**config.mk**
```make
export PLATFORM = sky130hd
export DESIGN_NAME = vfd_multiplex_scanner_flat
export DESIGN_NICKNAME = d
export VERILOG_FILES = /design/src/design/vfd_pkg.sv /design/src/design/vfd_if.sv /design/src/design/vfd_in_stage.sv /design/src/design/vfd_seg_store.sv /design/src/design/vfd_out_stage.sv /design/src/design/vfd_multiplex_scanner.sv /design/src/flat_wrapper.sv
export SDC_FILE = /design/constraint.sdc
export NUM_CORES = 1
export LEC_CHECK = 0
export BUFFER_PORTS_ARGS = -buffer_cell sky130_fd_sc_hd__buf_2
export CAP_MARGIN = 0
export CORE_MARGIN = 2
export CORE_UTILIZATION = 54
export CTS_CLUSTER_DIAMETER = 100
export DETAILED_ROUTE_END_ITERATION = 12
export GPL_TIMING_DRIVEN = 0
export HOLD_SLACK_MARGIN = 0.05
export PLACE_DENSITY_LB_ADDON = 0.1
export SLEW_MARGIN = 30
export SYNTH_ARGS = -nofsm -noshare
export SYNTH_HDL_FRONTEND = slang
export SYNTH_SLANG_ARGS = --single-unit
```
**constraint.sdc**
```tcl
create_clock -name clk -period 2.55 [get_ports clk]
set_clock_uncertainty 0.15 [all_clocks]
set_input_delay 0.51 -clock clk [delete_from_list [all_inputs] [get_ports clk]]
set_output_delay 0.51 -clock clk [all_outputs]
set_load 0.05 [all_outputs]
```
**src/design/vfd_pkg.sv**
```systemverilog
// ----------------------------------------------------------------------------
// vfd_pkg
// Shared types, constants and helper functions for the display scanner.
// ----------------------------------------------------------------------------
package vfd_pkg;

	// number of grids that are scanned (1 to 12)
	localparam int GRID_COUNT = 12;

	// fixed field widths
	localparam int POS_W   = 4;
	localparam int DIGIT_W = 5;
	localparam int SEG_W   = 8;
	localparam int GRID_W  = 12;
	localparam int WORD_W  = 24;

	// index width into the segment store
	localparam int IDX_W = (GRID_COUNT > 1) ? $clog2(GRID_COUNT) : 1;

	localparam logic [POS_W-1:0] GRID_LIMIT = POS_W'(GRID_COUNT);
	localparam logic [POS_W-1:0] LAST_POS   = POS_W'(GRID_COUNT - 1);

	// special digit codes and their segment patterns
	localparam logic [DIGIT_W-1:0] DOT_CODE   = 5'd31;
	localparam logic [DIGIT_W-1:0] MINUS_CODE = 5'd30;
	localparam logic [SEG_W-1:0]   DOT_SEG    = 8'h01;
	localparam logic [SEG_W-1:0]   MINUS_SEG  = 8'h20;

	// segment patterns for digits 0 to 9
	localparam logic [SEG_W-1:0] DIGIT_SEGMENTS [10] = '{
		8'hDE, 8'h06, 8'hEC, 8'hAE, 8'h36, 8'hBA, 8'hFA, 8'h0E, 8'hFE, 8'hBE
	};

	typedef enum logic [1:0] {
		CMD_DIGIT   = 2'd0,
		CMD_RAW     = 2'd1,
		CMD_CLEAR   = 2'd2,
		CMD_REFRESH = 2'd3
	} cmd_t;

	// one command beat held in the input register
	typedef struct packed {
		cmd_t                       cmd;
		logic [POS_W-1:0]           position;
		logic signed [DIGIT_W-1:0]  digit;
		logic [SEG_W-1:0]           raw_segments;
	} cmd_beat_t;

	// write/clear request toward the segment store
	typedef struct packed {
		logic              wr_en;
		logic              clr;
		logic [IDX_W-1:0]  wr_idx;
		logic [SEG_W-1:0]  wr_data;
	} store_op_t;

	// digit code to segment byte; unknown codes blank the position
	function automatic logic [SEG_W-1:0] decode_digit(input logic [DIGIT_W-1:0] code);
		logic [SEG_W-1:0] seg;
		seg = '0;
		if (code <= 5'd9) begin
			seg = DIGIT_SEGMENTS[code[3:0]];
		end else if (code == DOT_CODE) begin
			seg = DOT_SEG;
		end else if (code == MINUS_CODE) begin
			seg = MINUS_SEG;
		end
		return seg;
	endfunction

	// driver chain layout, first shifted byte on top
	function automatic logic [WORD_W-1:0] pack_word(input logic [GRID_W-1:0] grids,
			input logic [SEG_W-1:0] segs);
		logic [7:0] b0;
		logic [7:0] b1;
		logic [7:0] b2;
		b0 = {4'b0000, grids[0], grids[1], segs[7:6]};
		b1 = {segs[5:0], grids[11:10]};
		b2 = grids[9:2];
		return {b0, b1, b2};
	endfunction

endpackage

```
**src/design/vfd_if.sv**
```systemverilog
// ----------------------------------------------------------------------------
// vfd_if
// Handshake channels of the scanner: command input and driver word output.
// ----------------------------------------------------------------------------
interface vfd_cmd_if;
	import vfd_pkg::*;

	logic                      valid;
	logic                      ready;
	logic [1:0]                cmd;
	logic [POS_W-1:0]          position;
	logic signed [DIGIT_W-1:0] digit;
	logic [SEG_W-1:0]          raw_segments;

	modport source (output valid, output cmd, output position, output digit,
		output raw_segments, input ready);
	modport sink (input valid, input cmd, input position, input digit,
		input raw_segments, output ready);
endinterface

interface vfd_word_if;
	import vfd_pkg::*;

	logic              valid;
	logic              ready;
	logic [WORD_W-1:0] shift_word;
	logic [POS_W-1:0]  grid_index;

	modport source (output valid, output shift_word, output grid_index, input ready);
	modport sink (input valid, input shift_word, input grid_index, output ready);
endinterface

```
**src/design/vfd_in_stage.sv**
```systemverilog
// ----------------------------------------------------------------------------
// vfd_in_stage
// Input register: captures one command beat and holds it until it is taken.
// ----------------------------------------------------------------------------
module vfd_in_stage (
	input  logic               clk,
	input  logic               arst_n,
	vfd_cmd_if.sink            command,
	input  logic               take_s1,
	output logic               valid_s1,
	output vfd_pkg::cmd_beat_t beat_s1
);
	import vfd_pkg::*;

	logic      accept;
	cmd_beat_t beat_in;

	// room when empty or when the held beat leaves this cycle
	assign command.ready = !valid_s1 || take_s1;
	assign accept        = command.valid && command.ready;

	assign beat_in.cmd          = cmd_t'(command.cmd);
	assign beat_in.position     = command.position;
	assign beat_in.digit        = command.digit;
	assign beat_in.raw_segments = command.raw_segments;

	// stage valid
	always_ff @(posedge clk or negedge arst_n) begin
		if (!arst_n) begin
			valid_s1 <= 1'b0;
		end else if (command.ready) begin
			valid_s1 <= command.valid;
		end
	end

	// stage payload
	always_ff @(posedge clk) begin
		if (accept) begin
			beat_s1 <= beat_in;
		end
	end

endmodule

```
**src/design/vfd_seg_store.sv**
```systemverilog
// ----------------------------------------------------------------------------
// vfd_seg_store
// Segment memory: one byte per grid, single write, bulk clear, one read port.
// ----------------------------------------------------------------------------
module vfd_seg_store (
	input  logic                          clk,
	input  logic                          arst_n,
	input  vfd_pkg::store_op_t            op,
	input  logic [vfd_pkg::IDX_W-1:0]     rd_idx,
	output logic [vfd_pkg::SEG_W-1:0]     rd_data
);
	import vfd_pkg::*;

	logic [SEG_W-1:0] seg_q [GRID_COUNT];

	// clear wins over a write; a cleared entry reads as zero
	always_ff @(posedge clk or negedge arst_n) begin
		if (!arst_n) begin
			for (int i = 0; i < GRID_COUNT; i++) begin
				seg_q[i] <= '0;
			end
		end else if (op.clr) begin
			for (int i = 0; i < GRID_COUNT; i++) begin
				seg_q[i] <= '0;
			end
		end else if (op.wr_en) begin
			seg_q[op.wr_idx] <= op.wr_data;
		end
	end

	// read of the entry under scan
	assign rd_data = seg_q[rd_idx];

endmodule

```
**src/design/vfd_out_stage.sv**
```systemverilog
// ----------------------------------------------------------------------------
// vfd_out_stage
// Scan position counter, word packing and the result register.
// ----------------------------------------------------------------------------
module vfd_out_stage (
	input  logic                       clk,
	input  logic                       arst_n,
	input  logic                       refresh_go,
	input  logic [vfd_pkg::SEG_W-1:0]  seg_data,
	output logic [vfd_pkg::IDX_W-1:0]  scan_idx,
	output logic                       out_free,
	vfd_word_if.source                 word
);
	import vfd_pkg::*;

	logic [POS_W-1:0]  scan_q;
	logic [POS_W-1:0]  cur_pos;
	logic [POS_W-1:0]  next_pos;
	logic [GRID_W-1:0] grids;
	logic              valid_q;
	logic [WORD_W-1:0] shift_word_q;
	logic [POS_W-1:0]  grid_index_q;

	// a stray position restarts the scan at zero
	assign cur_pos  = (scan_q >= GRID_LIMIT) ? '0 : scan_q;
	assign next_pos = (cur_pos == LAST_POS) ? '0 : cur_pos + 1'b1;
	assign scan_idx = cur_pos[IDX_W-1:0];
	assign grids    = GRID_W'(1) << cur_pos;

	// the result register can take a word this cycle
	assign out_free = !valid_q || word.ready;

	// scan position
	always_ff @(posedge clk or negedge arst_n) begin
		if (!arst_n) begin
			scan_q <= '0;
		end else if (refresh_go) begin
			scan_q <= next_pos;
		end
	end

	// result valid
	always_ff @(posedge clk or negedge arst_n) begin
		if (!arst_n) begin
			valid_q <= 1'b0;
		end else if (out_free) begin
			valid_q <= refresh_go;
		end
	end

	// result payload
	always_ff @(posedge clk) begin
		if (refresh_go) begin
			shift_word_q <= pack_word(grids, seg_data);
			grid_index_q <= cur_pos;
		end
	end

	assign word.valid      = valid_q;
	assign word.shift_word = shift_word_q;
	assign word.grid_index = grid_index_q;

endmodule

```
**src/design/vfd_multiplex_scanner.sv**
```systemverilog
// ----------------------------------------------------------------------------
// vfd_multiplex_scanner
// Scanner for a 12-grid multiplexed display: segment memory writes and
// clears, and one 24-bit driver word per refresh tick.
// ----------------------------------------------------------------------------
//   channel   dir   beat                                   result
//   command   in    cmd, position, digit, raw_segments     refresh only
//   word      out   shift_word, grid_index                 one per refresh
//
// One command is taken every cycle unless a refresh stalls the input register;
// a refresh word passes the input register, then the result register.
// Reset clears the segment memory, the scan position and both valid flags.
// A stalled word holds the result register; a refresh waiting behind it
// stalls the input register, while writes and clears keep flowing until a
// refresh reaches the input register.
// ----------------------------------------------------------------------------
module vfd_multiplex_scanner (
	input  logic        clk,
	input  logic        arst_n,
	vfd_cmd_if.sink     command,
	vfd_word_if.source  word
);
	import vfd_pkg::*;

	logic             valid_s1;
	cmd_beat_t        beat_s1;
	logic             take_s1;
	logic             is_refresh;
	logic             refresh_go;
	logic             out_free;
	logic             pos_ok;
	store_op_t        op;
	logic [IDX_W-1:0] scan_idx;
	logic [SEG_W-1:0] seg_data;
	logic [SEG_W-1:0] wr_data;

	vfd_in_stage u_in (
		.clk      (clk),
		.arst_n   (arst_n),
		.command  (command),
		.take_s1  (take_s1),
		.valid_s1 (valid_s1),
		.beat_s1  (beat_s1)
	);

	// the held beat leaves unless a refresh waits on a full result register
	assign is_refresh = (beat_s1.cmd == CMD_REFRESH);
	assign take_s1    = valid_s1 && (!is_refresh || out_free);
	assign refresh_go = take_s1 && is_refresh;
	assign pos_ok     = (beat_s1.position < GRID_LIMIT);

	// write data by command
	always_comb begin
		case (beat_s1.cmd)
			CMD_DIGIT: wr_data = decode_digit(beat_s1.digit);
			CMD_RAW:   wr_data = beat_s1.raw_segments;
			default:   wr_data = '0;
		endcase
	end

	// store request
	always_comb begin
		op.wr_en   = take_s1 && pos_ok &&
			(beat_s1.cmd == CMD_DIGIT || beat_s1.cmd == CMD_RAW);
		op.clr     = take_s1 && (beat_s1.cmd == CMD_CLEAR);
		op.wr_idx  = beat_s1.position[IDX_W-1:0];
		op.wr_data = wr_data;
	end

	vfd_seg_store u_store (
		.clk     (clk),
		.arst_n  (arst_n),
		.op      (op),
		.rd_idx  (scan_idx),
		.rd_data (seg_data)
	);

	vfd_out_stage u_out (
		.clk        (clk),
		.arst_n     (arst_n),
		.refresh_go (refresh_go),
		.seg_data   (seg_data),
		.scan_idx   (scan_idx),
		.out_free   (out_free),
		.word       (word)
	);

`ifndef SYNTHESIS
	// a refresh that leaves the input register shows up as a word
	a_refresh_word: assert property (@(posedge clk) disable iff (!arst_n)
		refresh_go |=> word.valid)
		else $error("refresh did not produce a word");

	// a shown word lights a grid that exists
	a_grid_range: assert property (@(posedge clk) disable iff (!arst_n)
		word.valid |-> (word.grid_index < GRID_LIMIT))
		else $error("grid index out of range");

	// exactly one grid select bit is set in a shown word
	a_grid_onehot: assert property (@(posedge clk) disable iff (!arst_n)
		word.valid |-> $onehot({word.shift_word[19:18], word.shift_word[9:0]}))
		else $error("grid select is not one-hot");

	// a refresh never leaves while a stalled word still waits
	a_no_overrun: assert property (@(posedge clk) disable iff (!arst_n)
		(word.valid && !word.ready) |-> !refresh_go)
		else $error("refresh overran a stalled word");
`endif

endmodule
```
**src/flat_wrapper.sv**
```systemverilog
// flat-port wrapper written by rule: the top's interface ports become plain ports
module vfd_multiplex_scanner_flat import vfd_pkg::*;
  (clk, arst_n, command_valid, command_cmd, command_position, command_digit, command_raw_segments, command_ready, word_valid, word_shift_word, word_grid_index, word_ready);
  vfd_cmd_if command_i ();
  vfd_word_if word_i ();
  input  logic clk;
  input  logic arst_n;
  input wire logic [$bits(command_i.valid)-1:0] command_valid;
  input wire logic [$bits(command_i.cmd)-1:0] command_cmd;
  input wire logic [$bits(command_i.position)-1:0] command_position;
  input wire logic [$bits(command_i.digit)-1:0] command_digit;
  input wire logic [$bits(command_i.raw_segments)-1:0] command_raw_segments;
  output wire logic [$bits(command_i.ready)-1:0] command_ready;
  output wire logic [$bits(word_i.valid)-1:0] word_valid;
  output wire logic [$bits(word_i.shift_word)-1:0] word_shift_word;
  output wire logic [$bits(word_i.grid_index)-1:0] word_grid_index;
  input wire logic [$bits(word_i.ready)-1:0] word_ready;
  assign command_i.valid = command_valid;
  assign command_i.cmd = command_cmd;
  assign command_i.position = command_position;
  assign command_i.digit = command_digit;
  assign command_i.raw_segments = command_raw_segments;
  assign command_ready = command_i.ready;
  assign word_valid = word_i.valid;
  assign word_shift_word = word_i.shift_word;
  assign word_grid_index = word_i.grid_index;
  assign word_i.ready = word_ready;
  vfd_multiplex_scanner u_core (.clk(clk), .arst_n(arst_n), .command(command_i), .word(word_i));
endmodule
```
==> impl_metrics.py, run 1 <==
metrics = {
    "global_routing": {
        "grt_pass1_wl_mm": 25.88,
        "grt_pass1_vias": 4794,
        "grt_max_degree": 62,
        "grt.overflow.total": 0,
        "antenna_found_initial": 0,
        "grt_usage_pct": 26.79,
    },
    "synthesis": {
        "ys_warn_count": 0,
        "syn_avg_cell_area_um2": 11.23,
        "synthArstFlopShare_pct": 70.34,
        "ys_seq_area_share_pct": 59.13,
        "yosysTopAreaCell": "dfrtp_1",
        "synth_top_cell_area_share_pct": 39.27,
        "syn_area_um2": 6500,
        "synth.top_cells.by_count": "nand3_1, dfrtp_1, o21ai_0",
        "ys.flop_type": "dfrtp_1",
        "ys_ff_latch": 145,
        "netlist_instances": 579,
        "synth_edf_count": 43,
        "yosysMostFrequentCell": "nand3_1",
        "synth_area_leaders": "dfrtp_1, edfxtp_1, nand3_1",
        "synth_cell_type_count": 44,
    },
    "critical_path": {
        "cp-start-kind": "flop",
        "cp_max_fo": 10,
        "cp.required_ps": 2560,
        "cp-end-kind": "flop",
        "critical_path_class": "reg2reg",
        "arrival_ps": 2410,
    },
    "power": {
        "cellPowerDensity_nw_per_um2": 832.1,
        "leakage_nw": 3.179,
        "ir_worst_vdd_mv": 0.4050,
        "p_total_mw": 6.232,
    },
    "route": {
        "num_vias": 4983,
        "detail_route.vias_per_cell": 6.144,
        "totalWireLength_mm": 16.33,
        "drc": 0,
        "post_drt_wl_per_cell_um": 20.13,
        "drt-initial-drc-count": 525,
        "drt_first_pass_iters": 5,
        "postRouteAntennaNets": 0,
    },
    "floorplanning": {
        "io-pin-count": 53,
        "coreArea_um2": 11860,
        "initial_utilization_pct": 54.80,
        "die_x_um": 113.7,
        "die_h_um": 113.7,
        "core.rowCount": 40,
        "die_area_um2": 12930,
    },
    "cts": {
        "cts_tree": "built",
        "cts_setup_buffers": 0,
        "clock_tree.root_cell": "clkbuf_16",
        "cts_buffers": 17,
        "clkLatencyLatePin_ps": 420,
        "cts-htree-levels": 4,
        "cts.sinks": 145,
        "clkTransAtPathRegs_ps": 60,
        "ctsLongestPathBuffers": 2,
    },
    "finish": {
        "area_growth_pct": 15.23,
        "nets": 684,
        "fin_area_um2": 7490,
        "num_antenna_cells": 0,
        "drive_gt1_share_pct": 18.67,
    },
    "status": {
        "outcome": "complete, no violations",
    },
    "placement": {
        "port_buffers": 48,
        "dpl_cell_area_um2": 6972,
        "place_congestion": 0.8864,
        "dpl.hpwl_mm": 11.39,
    },
    "timing": {
        "fmax_ghz": 0.4168,
        "fin_crit_sh_pct": 94.10,
        "fin_setup_tns_ps": 0,
        "rsz0062_at_grt": "false",
        "tightest_slew_ps": 834.1,
        "min_period_ps": 2399,
        "relSlewSlack_pct": 44.14,
        "hold_viol": 0,
        "setup_viol": 0,
        "slew_violations": 0,
    },
    "worst_hold_path": {
        "hp-class": "in2reg",
    },
    "run": {
        "maxCapViolations": 0,
    },
}
==> placed cells by master (no fill, tap or decap), types with 6 or more instances in the layout <==
| cell | count |
|---|---|
| mux2i_1 | 10 |
| nand2_1 | 25 |
| inv_1 | 7 |
| a32oi_1 | 6 |
| edfxtp_1 | 43 |
| a22oi_1 | 6 |
| and2_1 | 9 |
| a211oi_1 | 6 |
| ha_1 | 10 |
| buf_4 | 6 |
| nor2_1 | 11 |
| o21ai_0 | 101 |
| clkbuf_1 | 32 |
| mux2_2 | 7 |
| mux4_2 | 9 |
| nand3_1 | 106 |
| clkbuf_16 | 17 |
| buf_2 | 53 |
| clkbuf_2 | 7 |
| nand2b_1 | 8 |
| dfrtp_1 | 102 |
| a21oi_1 | 13 |
==> cells by family after synthesis <==
family / count (synthesis) / synth area share [%]
multiplexers: 27 / 6.275
AND/OR/NAND/NOR: 179 / 14.05
other: 1 / 0.05769
buffers and inverters: 60 / 4.158
adder cells (fa/ha/maj): 10 / 1.925
AO/OA/AOI/OAI: 157 / 14.40
flip-flops: 145 / 59.13
==> timing repair <==
item                                    in CTS  in global routing
hold buffers                                 1                  0
gates resized for setup                      2                 14
endpoints found under the hold margin       60                  0
endpoints found under the setup margin      25                 51
==> routing by layer <==
layer,GRT usage (%),part of all wire [%]
met2,40.92,47
met4,13.09,3.9
met1,36.29,42
met3,6.642,7.4
met5,0,0
==> where the power goes <==
part | internal (mW) | switching, mW
registers | 2.58 | 0.0824
logic | 0.510 | 0.948
clock network | 1.22 | 0.888
==> layout make-up <==
| class | count | area, um^2 |
|---|---|---|
| flip-flops and latches | 145 | 3844 |
| well taps | 147 | 183.9 |
| multi-input cells | 377 | 2415 |
| clock inverters | 9 | 43.79 |
| repair buffers | 50 | 276.5 |
| clock buffers | 23 | 447.9 |
| plain buffers | 51 | 245.2 |
| inverters | 9 | 33.78 |
| fillers | 963 | 4372 |
==> worst max-delay path, cell delays in order (launching register included) <==
cell and delay [ps]:
dfrtp_1 330, buf_6 150, buf_2 290, buf_2 360, mux2i_1 330, a211oi_1 200
a221o_1 310
==> registers in the layout, summed over array words and instances (netlist names) <==
register / flops
u_core.u_store.seg_q: 96
u_core.u_out.word.shift_word: 20
u_core.u_in.beat_s1: 19
u_core.u_out.scan_q: 4
u_core.u_out.word.grid_index: 4
u_core.u_in.valid_s1: 1
u_core.u_out.word.valid: 1
==> path summary, 6_finish.rpt <==
kind                                          start                          endpoint  slack [ps]  cells past startpoint
max reg2reg                  u_core.u_out.scan_q[0]  u_core.u_out.word.shift_word[16]         150                      6
min                             command_position[0]           u_core.u_in.beat_s1[13]         110                      1
max in group asynchronous                    arst_n          u_core.u_store.seg_q[91]        1130                      3
max                          u_core.u_out.scan_q[0]  u_core.u_out.word.shift_word[16]         150                      6
min in group asynchronous                    arst_n          u_core.u_store.seg_q[22]         470                      2
min reg2reg                u_core.u_store.seg_q[86]          u_core.u_store.seg_q[86]         350                      2
==> stage by stage <==
stage	worst slack [ps]	util, %	hold slack [ps]	cells
global placement	-211.1	58.49	324.0	777
global route	48.02	63.14	93.05	811
floorplan	316.8	-	64.41	582
detailed placement	-77.88	58.78	339.1	778
CTS	42.44	63.02	102.6	811
finish	150.6	63.14	111.4	811
Power figures use the tool's default switching activity.
==> run 2, diff against run 1 <==
CORE_MARGIN = 8   (was 2)
==> impl_metrics.py, run 2 (synthesis results as in run 1) <==
metrics = {
    "status": {
        "outcome": "complete, no violations",
    },
    "cts": {
        "clkTransAtPathRegs_ps": 60,
        "ctsLongestPathBuffers": 2,
        "clock_tree.root_cell": "clkbuf_16",
        "clkLatencyLatePin_ps": 420,
        "cts_setup_buffers": 0,
        "cts-htree-levels": 4,
        "cts_tree": "built",
        "cts_buffers": 17,
        "cts.sinks": 145,
    },
    "worst_hold_path": {
        "hp-start": "command_position[2]",
        "holdPathStages": 1,
        "hold_end": "u_core.u_in.beat_s1[15]",
        "hp-class": "in2reg",
    },
    "finish": {
        "area_growth_pct": 18.75,
        "layout_common_cells": "nand3_1, dfrtp_1, o21ai_0",
        "largest_reg_flops": 96,
        "regMostFlops": "u_core.u_store.seg_q",
        "final_common_cell": "nand3_1",
        "nFillCells": 919,
        "nets": 684,
        "drive_gt1_share_pct": 19.88,
        "num_antenna_cells": 0,
    },
    "critical_path": {
        "cp_max_fo": 10,
        "ff2ff_setup_slack_ps": 130,
        "cp-start-kind": "flop",
        "slowest_stage": "buf_2",
        "cpMostUsedCell": "buf_2",
        "critical_path.cell_chain": "buf_6 -> buf_2 -> buf_2 -> mux2i_1 -> a211oi_1 -> a221o_1",
        "cp-end-kind": "flop",
        "worstReg2RegStart": "u_core.u_out.scan_q[0]",
        "crit_path_max_incr_delay_ps": 370,
        "r2r_cells": 6,
        "arrival_ps": 2440,
        "cp.required_ps": 2570,
        "critical_path_class": "reg2reg",
        "worstReg2RegEnd": "u_core.u_out.word.shift_word[16]",
    },
    "global_routing": {
        "grt_usage_pct": 21.43,
        "grt.overflow.total": 0,
        "grt_pass1_wl_mm": 26.31,
        "grt_max_degree": 56,
        "grt_pass1_vias": 4917,
        "antenna_found_initial": 0,
    },
    "route": {
        "num_vias": 4994,
        "drc": 0,
        "post_drt_wl_per_cell_um": 20.31,
        "detail_route.vias_per_cell": 6.158,
        "drt-initial-drc-count": 465,
        "totalWireLength_mm": 16.47,
        "postRouteAntennaNets": 0,
        "drt_first_pass_iters": 5,
    },
    "placement": {
        "dpl.hpwl_mm": 11.48,
        "port_buffers": 48,
        "place_congestion": 0.8815,
    },
    "timing": {
        "tightest_slew_ps": 852.4,
        "setup_viol": 0,
        "slew_violations": 0,
        "fin_setup_tns_ps": 0,
        "hold_viol": 0,
        "min_period_ps": 2424,
        "relSlewSlack_pct": 42.92,
        "fmax_ghz": 0.4126,
        "holdWs_ps": 107.0,
        "rsz0062_at_grt": "false",
        "fin_crit_sh_pct": 95.05,
    },
    "floorplanning": {
        "die_x_um": 125.7,
        "coreArea_um2": 11860,
        "die_area_um2": 15800,
        "initial_utilization_pct": 54.80,
        "io-pin-count": 53,
        "core.rowCount": 40,
        "die_h_um": 125.7,
    },
    "power": {
        "leakage_nw": 3.286,
        "p_total_mw": 7.119,
        "ir_worst_vdd_mv": 0.6604,
        "cellPowerDensity_nw_per_um2": 922.3,
    },
    "run": {
        "maxCapViolations": 0,
    },
}
==> run 2: cell count changes in the layout (fill, tap and decap cells not counted) <==
cell       previous run  this run
bufinv_16             0         8
clkinv_4              0         3
buf_12                1         0
clkinv_2              5         2
buf_16                0         1
clkbuf_1             32        26
clkinv_1              4         2
==> run 2: worst max path at each step <==
stage	from	endpoint	slack, ps	cells past startpoint
after floorplan	u_core.u_in.beat_s1[17]	u_core.u_in.beat_s1[0]	320	4
after global placement	arst_n	u_core.u_store.seg_q[37]	-210	1
after detailed placement	u_core.u_in.beat_s1[9]	u_core.u_store.seg_q[83]	-80	7
after CTS	u_core.u_in.beat_s1[17]	command_ready	40	5
after global routing	u_core.u_in.beat_s1[9]	u_core.u_store.seg_q[54]	50	7
final	u_core.u_out.scan_q[0]	u_core.u_out.word.shift_word[16]	130	6
==> run 2: report_power, final <==
part	leakage (nW)	switching (mW)	internal [mW]	total, mW
registers	1.81	0.0792	2.58	2.66
clock network	0.344	0.968	2.03	3.00
logic	1.13	0.949	0.512	1.46
==> run 2: cell type report <==
class / instances / area (um^2) / share of cell area (%)
clock buffers: 17 / 425.4 / 5.511
repair buffers: 50 / 284.0 / 3.680
well taps: 147 / 183.9 / 2.383
clock inverters: 15 / 287.8 / 3.728
multi-input cells: 377 / 2415 / 31.29
inverters: 9 / 33.78 / 0.4377
flip-flops and latches: 145 / 3844 / 49.80
plain buffers: 51 / 245.2 / 3.177
==> run 2: timing repair <==
item / in CTS / in global routing
setup endpoints to repair: 27 / 39
hold buffers: 1 / 0
endpoints found under the hold margin: 54 / 0
resized for setup: 3 / 12
cloned: 0 / 0
==> run 2: worst max-delay path: cells and delay by family, from the launching register on <==
family,cells,cell delay (ps)
AO/OA/AOI/OAI,2,510
buffers and inverters,3,810
flip-flops,1,330
multiplexers,1,350
==> run 2: routing by layer <==
layer  global-route usage [%]  routed length, um  share of wire, %
met1                    28.23               7288                44
met4                    9.885                395               2.4
met5                        0                  0                 0
met3                    5.316               1178               7.2
met2                    32.80               7607                46
==> run 2: metrics by stage <==
step / cells / setup WS, ps / area (um^2) / util, %
after floorplan: 582 / 316.8 / 6514 / -
after global placement: 777 / -209.9 / 6938 / 58.49
after detailed placement: 778 / -75.16 / 6979 / 58.84
after CTS: 811 / 42.49 / 7705 / 64.96
after global routing: 811 / 45.71 / 7719 / 65.07
final: 811 / 126.1 / 7719 / 65.07
==> run 3, diff against run 2 <==
CORE_UTILIZATION = 60   (was 54)
clock period = 2.45 ns   (was 2.55 ns; I/O delays follow)
==> impl_metrics.py, run 3 (synthesis results as in run 1) <==
metrics = {
    "power": {
        "leakage_nw": 3.323,
        "cellPowerDensity_nw_per_um2": 887.0,
        "ir_worst_vdd_mv": 0.4599,
    },
    "floorplanning": {
        "coreArea_um2": 10700,
        "io-pin-count": 53,
        "die_area_um2": 14420,
        "initial_utilization_pct": 60.76,
        "die_h_um": 120.1,
        "core.rowCount": 38,
        "die_x_um": 120.1,
    },
    "critical_path": {
        "ff2ff_setup_slack_ps": 100,
        "r2r_cells": 6,
        "worstReg2RegEnd": "u_core.u_out.word.shift_word[13]",
        "cp.required_ps": 2570,
        "critical_path_class": "reg2reg",
        "cp-end-kind": "flop",
        "crit_start": "u_core.u_out.scan_q[2]",
        "worstReg2RegStart": "u_core.u_out.scan_q[2]",
        "endpoint": "u_core.u_out.word.shift_word[13]",
        "cp_max_fo": 12,
        "arrival_ps": 2480,
        "cp-start-kind": "flop",
    },
    "cts": {
        "cts-htree-levels": 4,
        "clkTransAtPathRegs_ps": 60,
        "ctsLongestPathBuffers": 2,
        "cts_tree": "built",
        "clock_tree.root_cell": "clkbuf_8",
        "cts_buffers": 17,
        "clkLatencyLatePin_ps": 530,
        "cts.sinks": 145,
        "cts_setup_buffers": 0,
    },
    "timing": {
        "fmax_ghz": 0.4252,
        "setup_viol": 0,
        "min_period_ps": 2352,
        "relSlewSlack_pct": 41.22,
        "hold_viol": 0,
        "tightest_slew_ps": 877.7,
        "fin_crit_sh_pct": 95.99,
        "fin_setup_tns_ps": 0,
        "slew_violations": 0,
    },
    "finish": {
        "layoutNonFillerInstCount": 824,
        "largest_reg_flops": 96,
        "regMostFlops": "u_core.u_store.seg_q",
        "num_antenna_cells": 0,
        "area_growth_pct": 20.35,
        "layout_common_cells": "nand3_1, dfrtp_1, o21ai_0",
        "drive_gt1_share_pct": 19.59,
        "nFillCells": 739,
        "final_common_cell": "nand3_1",
        "nets": 704,
    },
    "placement": {
        "place_congestion": 0.9143,
        "port_buffers": 48,
        "place_inst": 771,
        "dpl.hpwl_mm": 11.49,
    },
    "route": {
        "postRouteAntennaNets": 0,
        "post_drt_wl_per_cell_um": 21.00,
        "drt_first_pass_iters": 8,
        "drc": 0,
        "num_vias": 5205,
        "totalWireLength_mm": 17.31,
        "detail_route.vias_per_cell": 6.317,
        "drt-initial-drc-count": 555,
    },
    "global_routing": {
        "grt_pass1_vias": 5345,
        "grt_max_degree": 56,
        "antenna_found_initial": 0,
        "grt.overflow.total": 0,
        "grt_pass1_wl_mm": 27.99,
        "grt_usage_pct": 25.01,
    },
    "run": {
        "maxCapViolations": 0,
    },
    "status": {
        "outcome": "complete, no violations",
    },
    "worst_hold_path": {
        "hp-class": "in2reg",
    },
}
[run 3: routing by layer]
layer / share of wire [%] / global-route usage [%]
met1: 40 / 30.89
met2: 47 / 39.85
met3: 9.0 / 6.623
met4: 3.9 / 13.04
met5: 0 / 0
[run 3: report_power, final]
part / leakage, nW / total (mW) / internal (mW) / switching (mW)
logic: 1.22 / 1.56 / 0.559 / 1.00
clock network: 0.288 / 2.60 / 1.63 / 0.974
registers: 1.81 / 2.78 / 2.69 / 0.0886
[run 3: repair_timing]
item                                    in CTS  in global routing
gates resized for setup                      9                 15
hold buffers                                21                  0
gates cloned                                 0                  0
hold endpoints to repair                    67                  0
endpoints found under the setup margin      70                 56
[run 3: worst min path at each step]
stage                             startpoint  depth (start not counted)                  endpoint  slack, ps
global route                      word_ready                          3   u_core.u_out.word.valid        190
global placement    u_core.u_store.seg_q[57]                          2  u_core.u_store.seg_q[57]        320
CTS                               word_ready                          3   u_core.u_out.word.valid        120
floorplan                             arst_n                          0      u_core.u_in.valid_s1         40
detailed placement                    arst_n                          1  u_core.u_store.seg_q[33]        300
finish                            word_ready                          3   u_core.u_out.word.valid        160
[run 3: critical path, cell delays in order (launching register included)]
cell and delay (ps):
dfrtp_1 360, buf_4 180, a21bo_4 270, inv_2 80
buf_6 170, mux4_2 520, a221o_1 360
[run 3: cell type report]
| class | instances | area (um^2) | area share (%) |
|---|---|---|---|
| inverter | 9 | 33.78 | 0.4319 |
| clock inverter | 10 | 132.6 | 1.695 |
| clock buffer | 22 | 462.9 | 5.918 |
| timing repair buffer | 70 | 484.2 | 6.190 |
| multi-input combinational | 377 | 2437 | 31.16 |
| buffer | 51 | 252.7 | 3.231 |
| sequential | 145 | 3844 | 49.14 |
| tap | 140 | 175.2 | 2.239 |
[run 3: through the flow]
step	total power, mW	area [um^2]	hold WS (ps)	utilization (%)	setup slack, ps
global placement	4.260	6929	324.1	64.77	-263.1
global route	7.200	7823	188.0	73.12	-4.655
CTS	6.904	7791	118.6	72.83	9.302
detailed placement	4.304	6970	301.4	65.16	-162.0
finish	6.939	7823	159.4	73.12	98.29
floorplan	3.865	6514	44.41	-	216.8
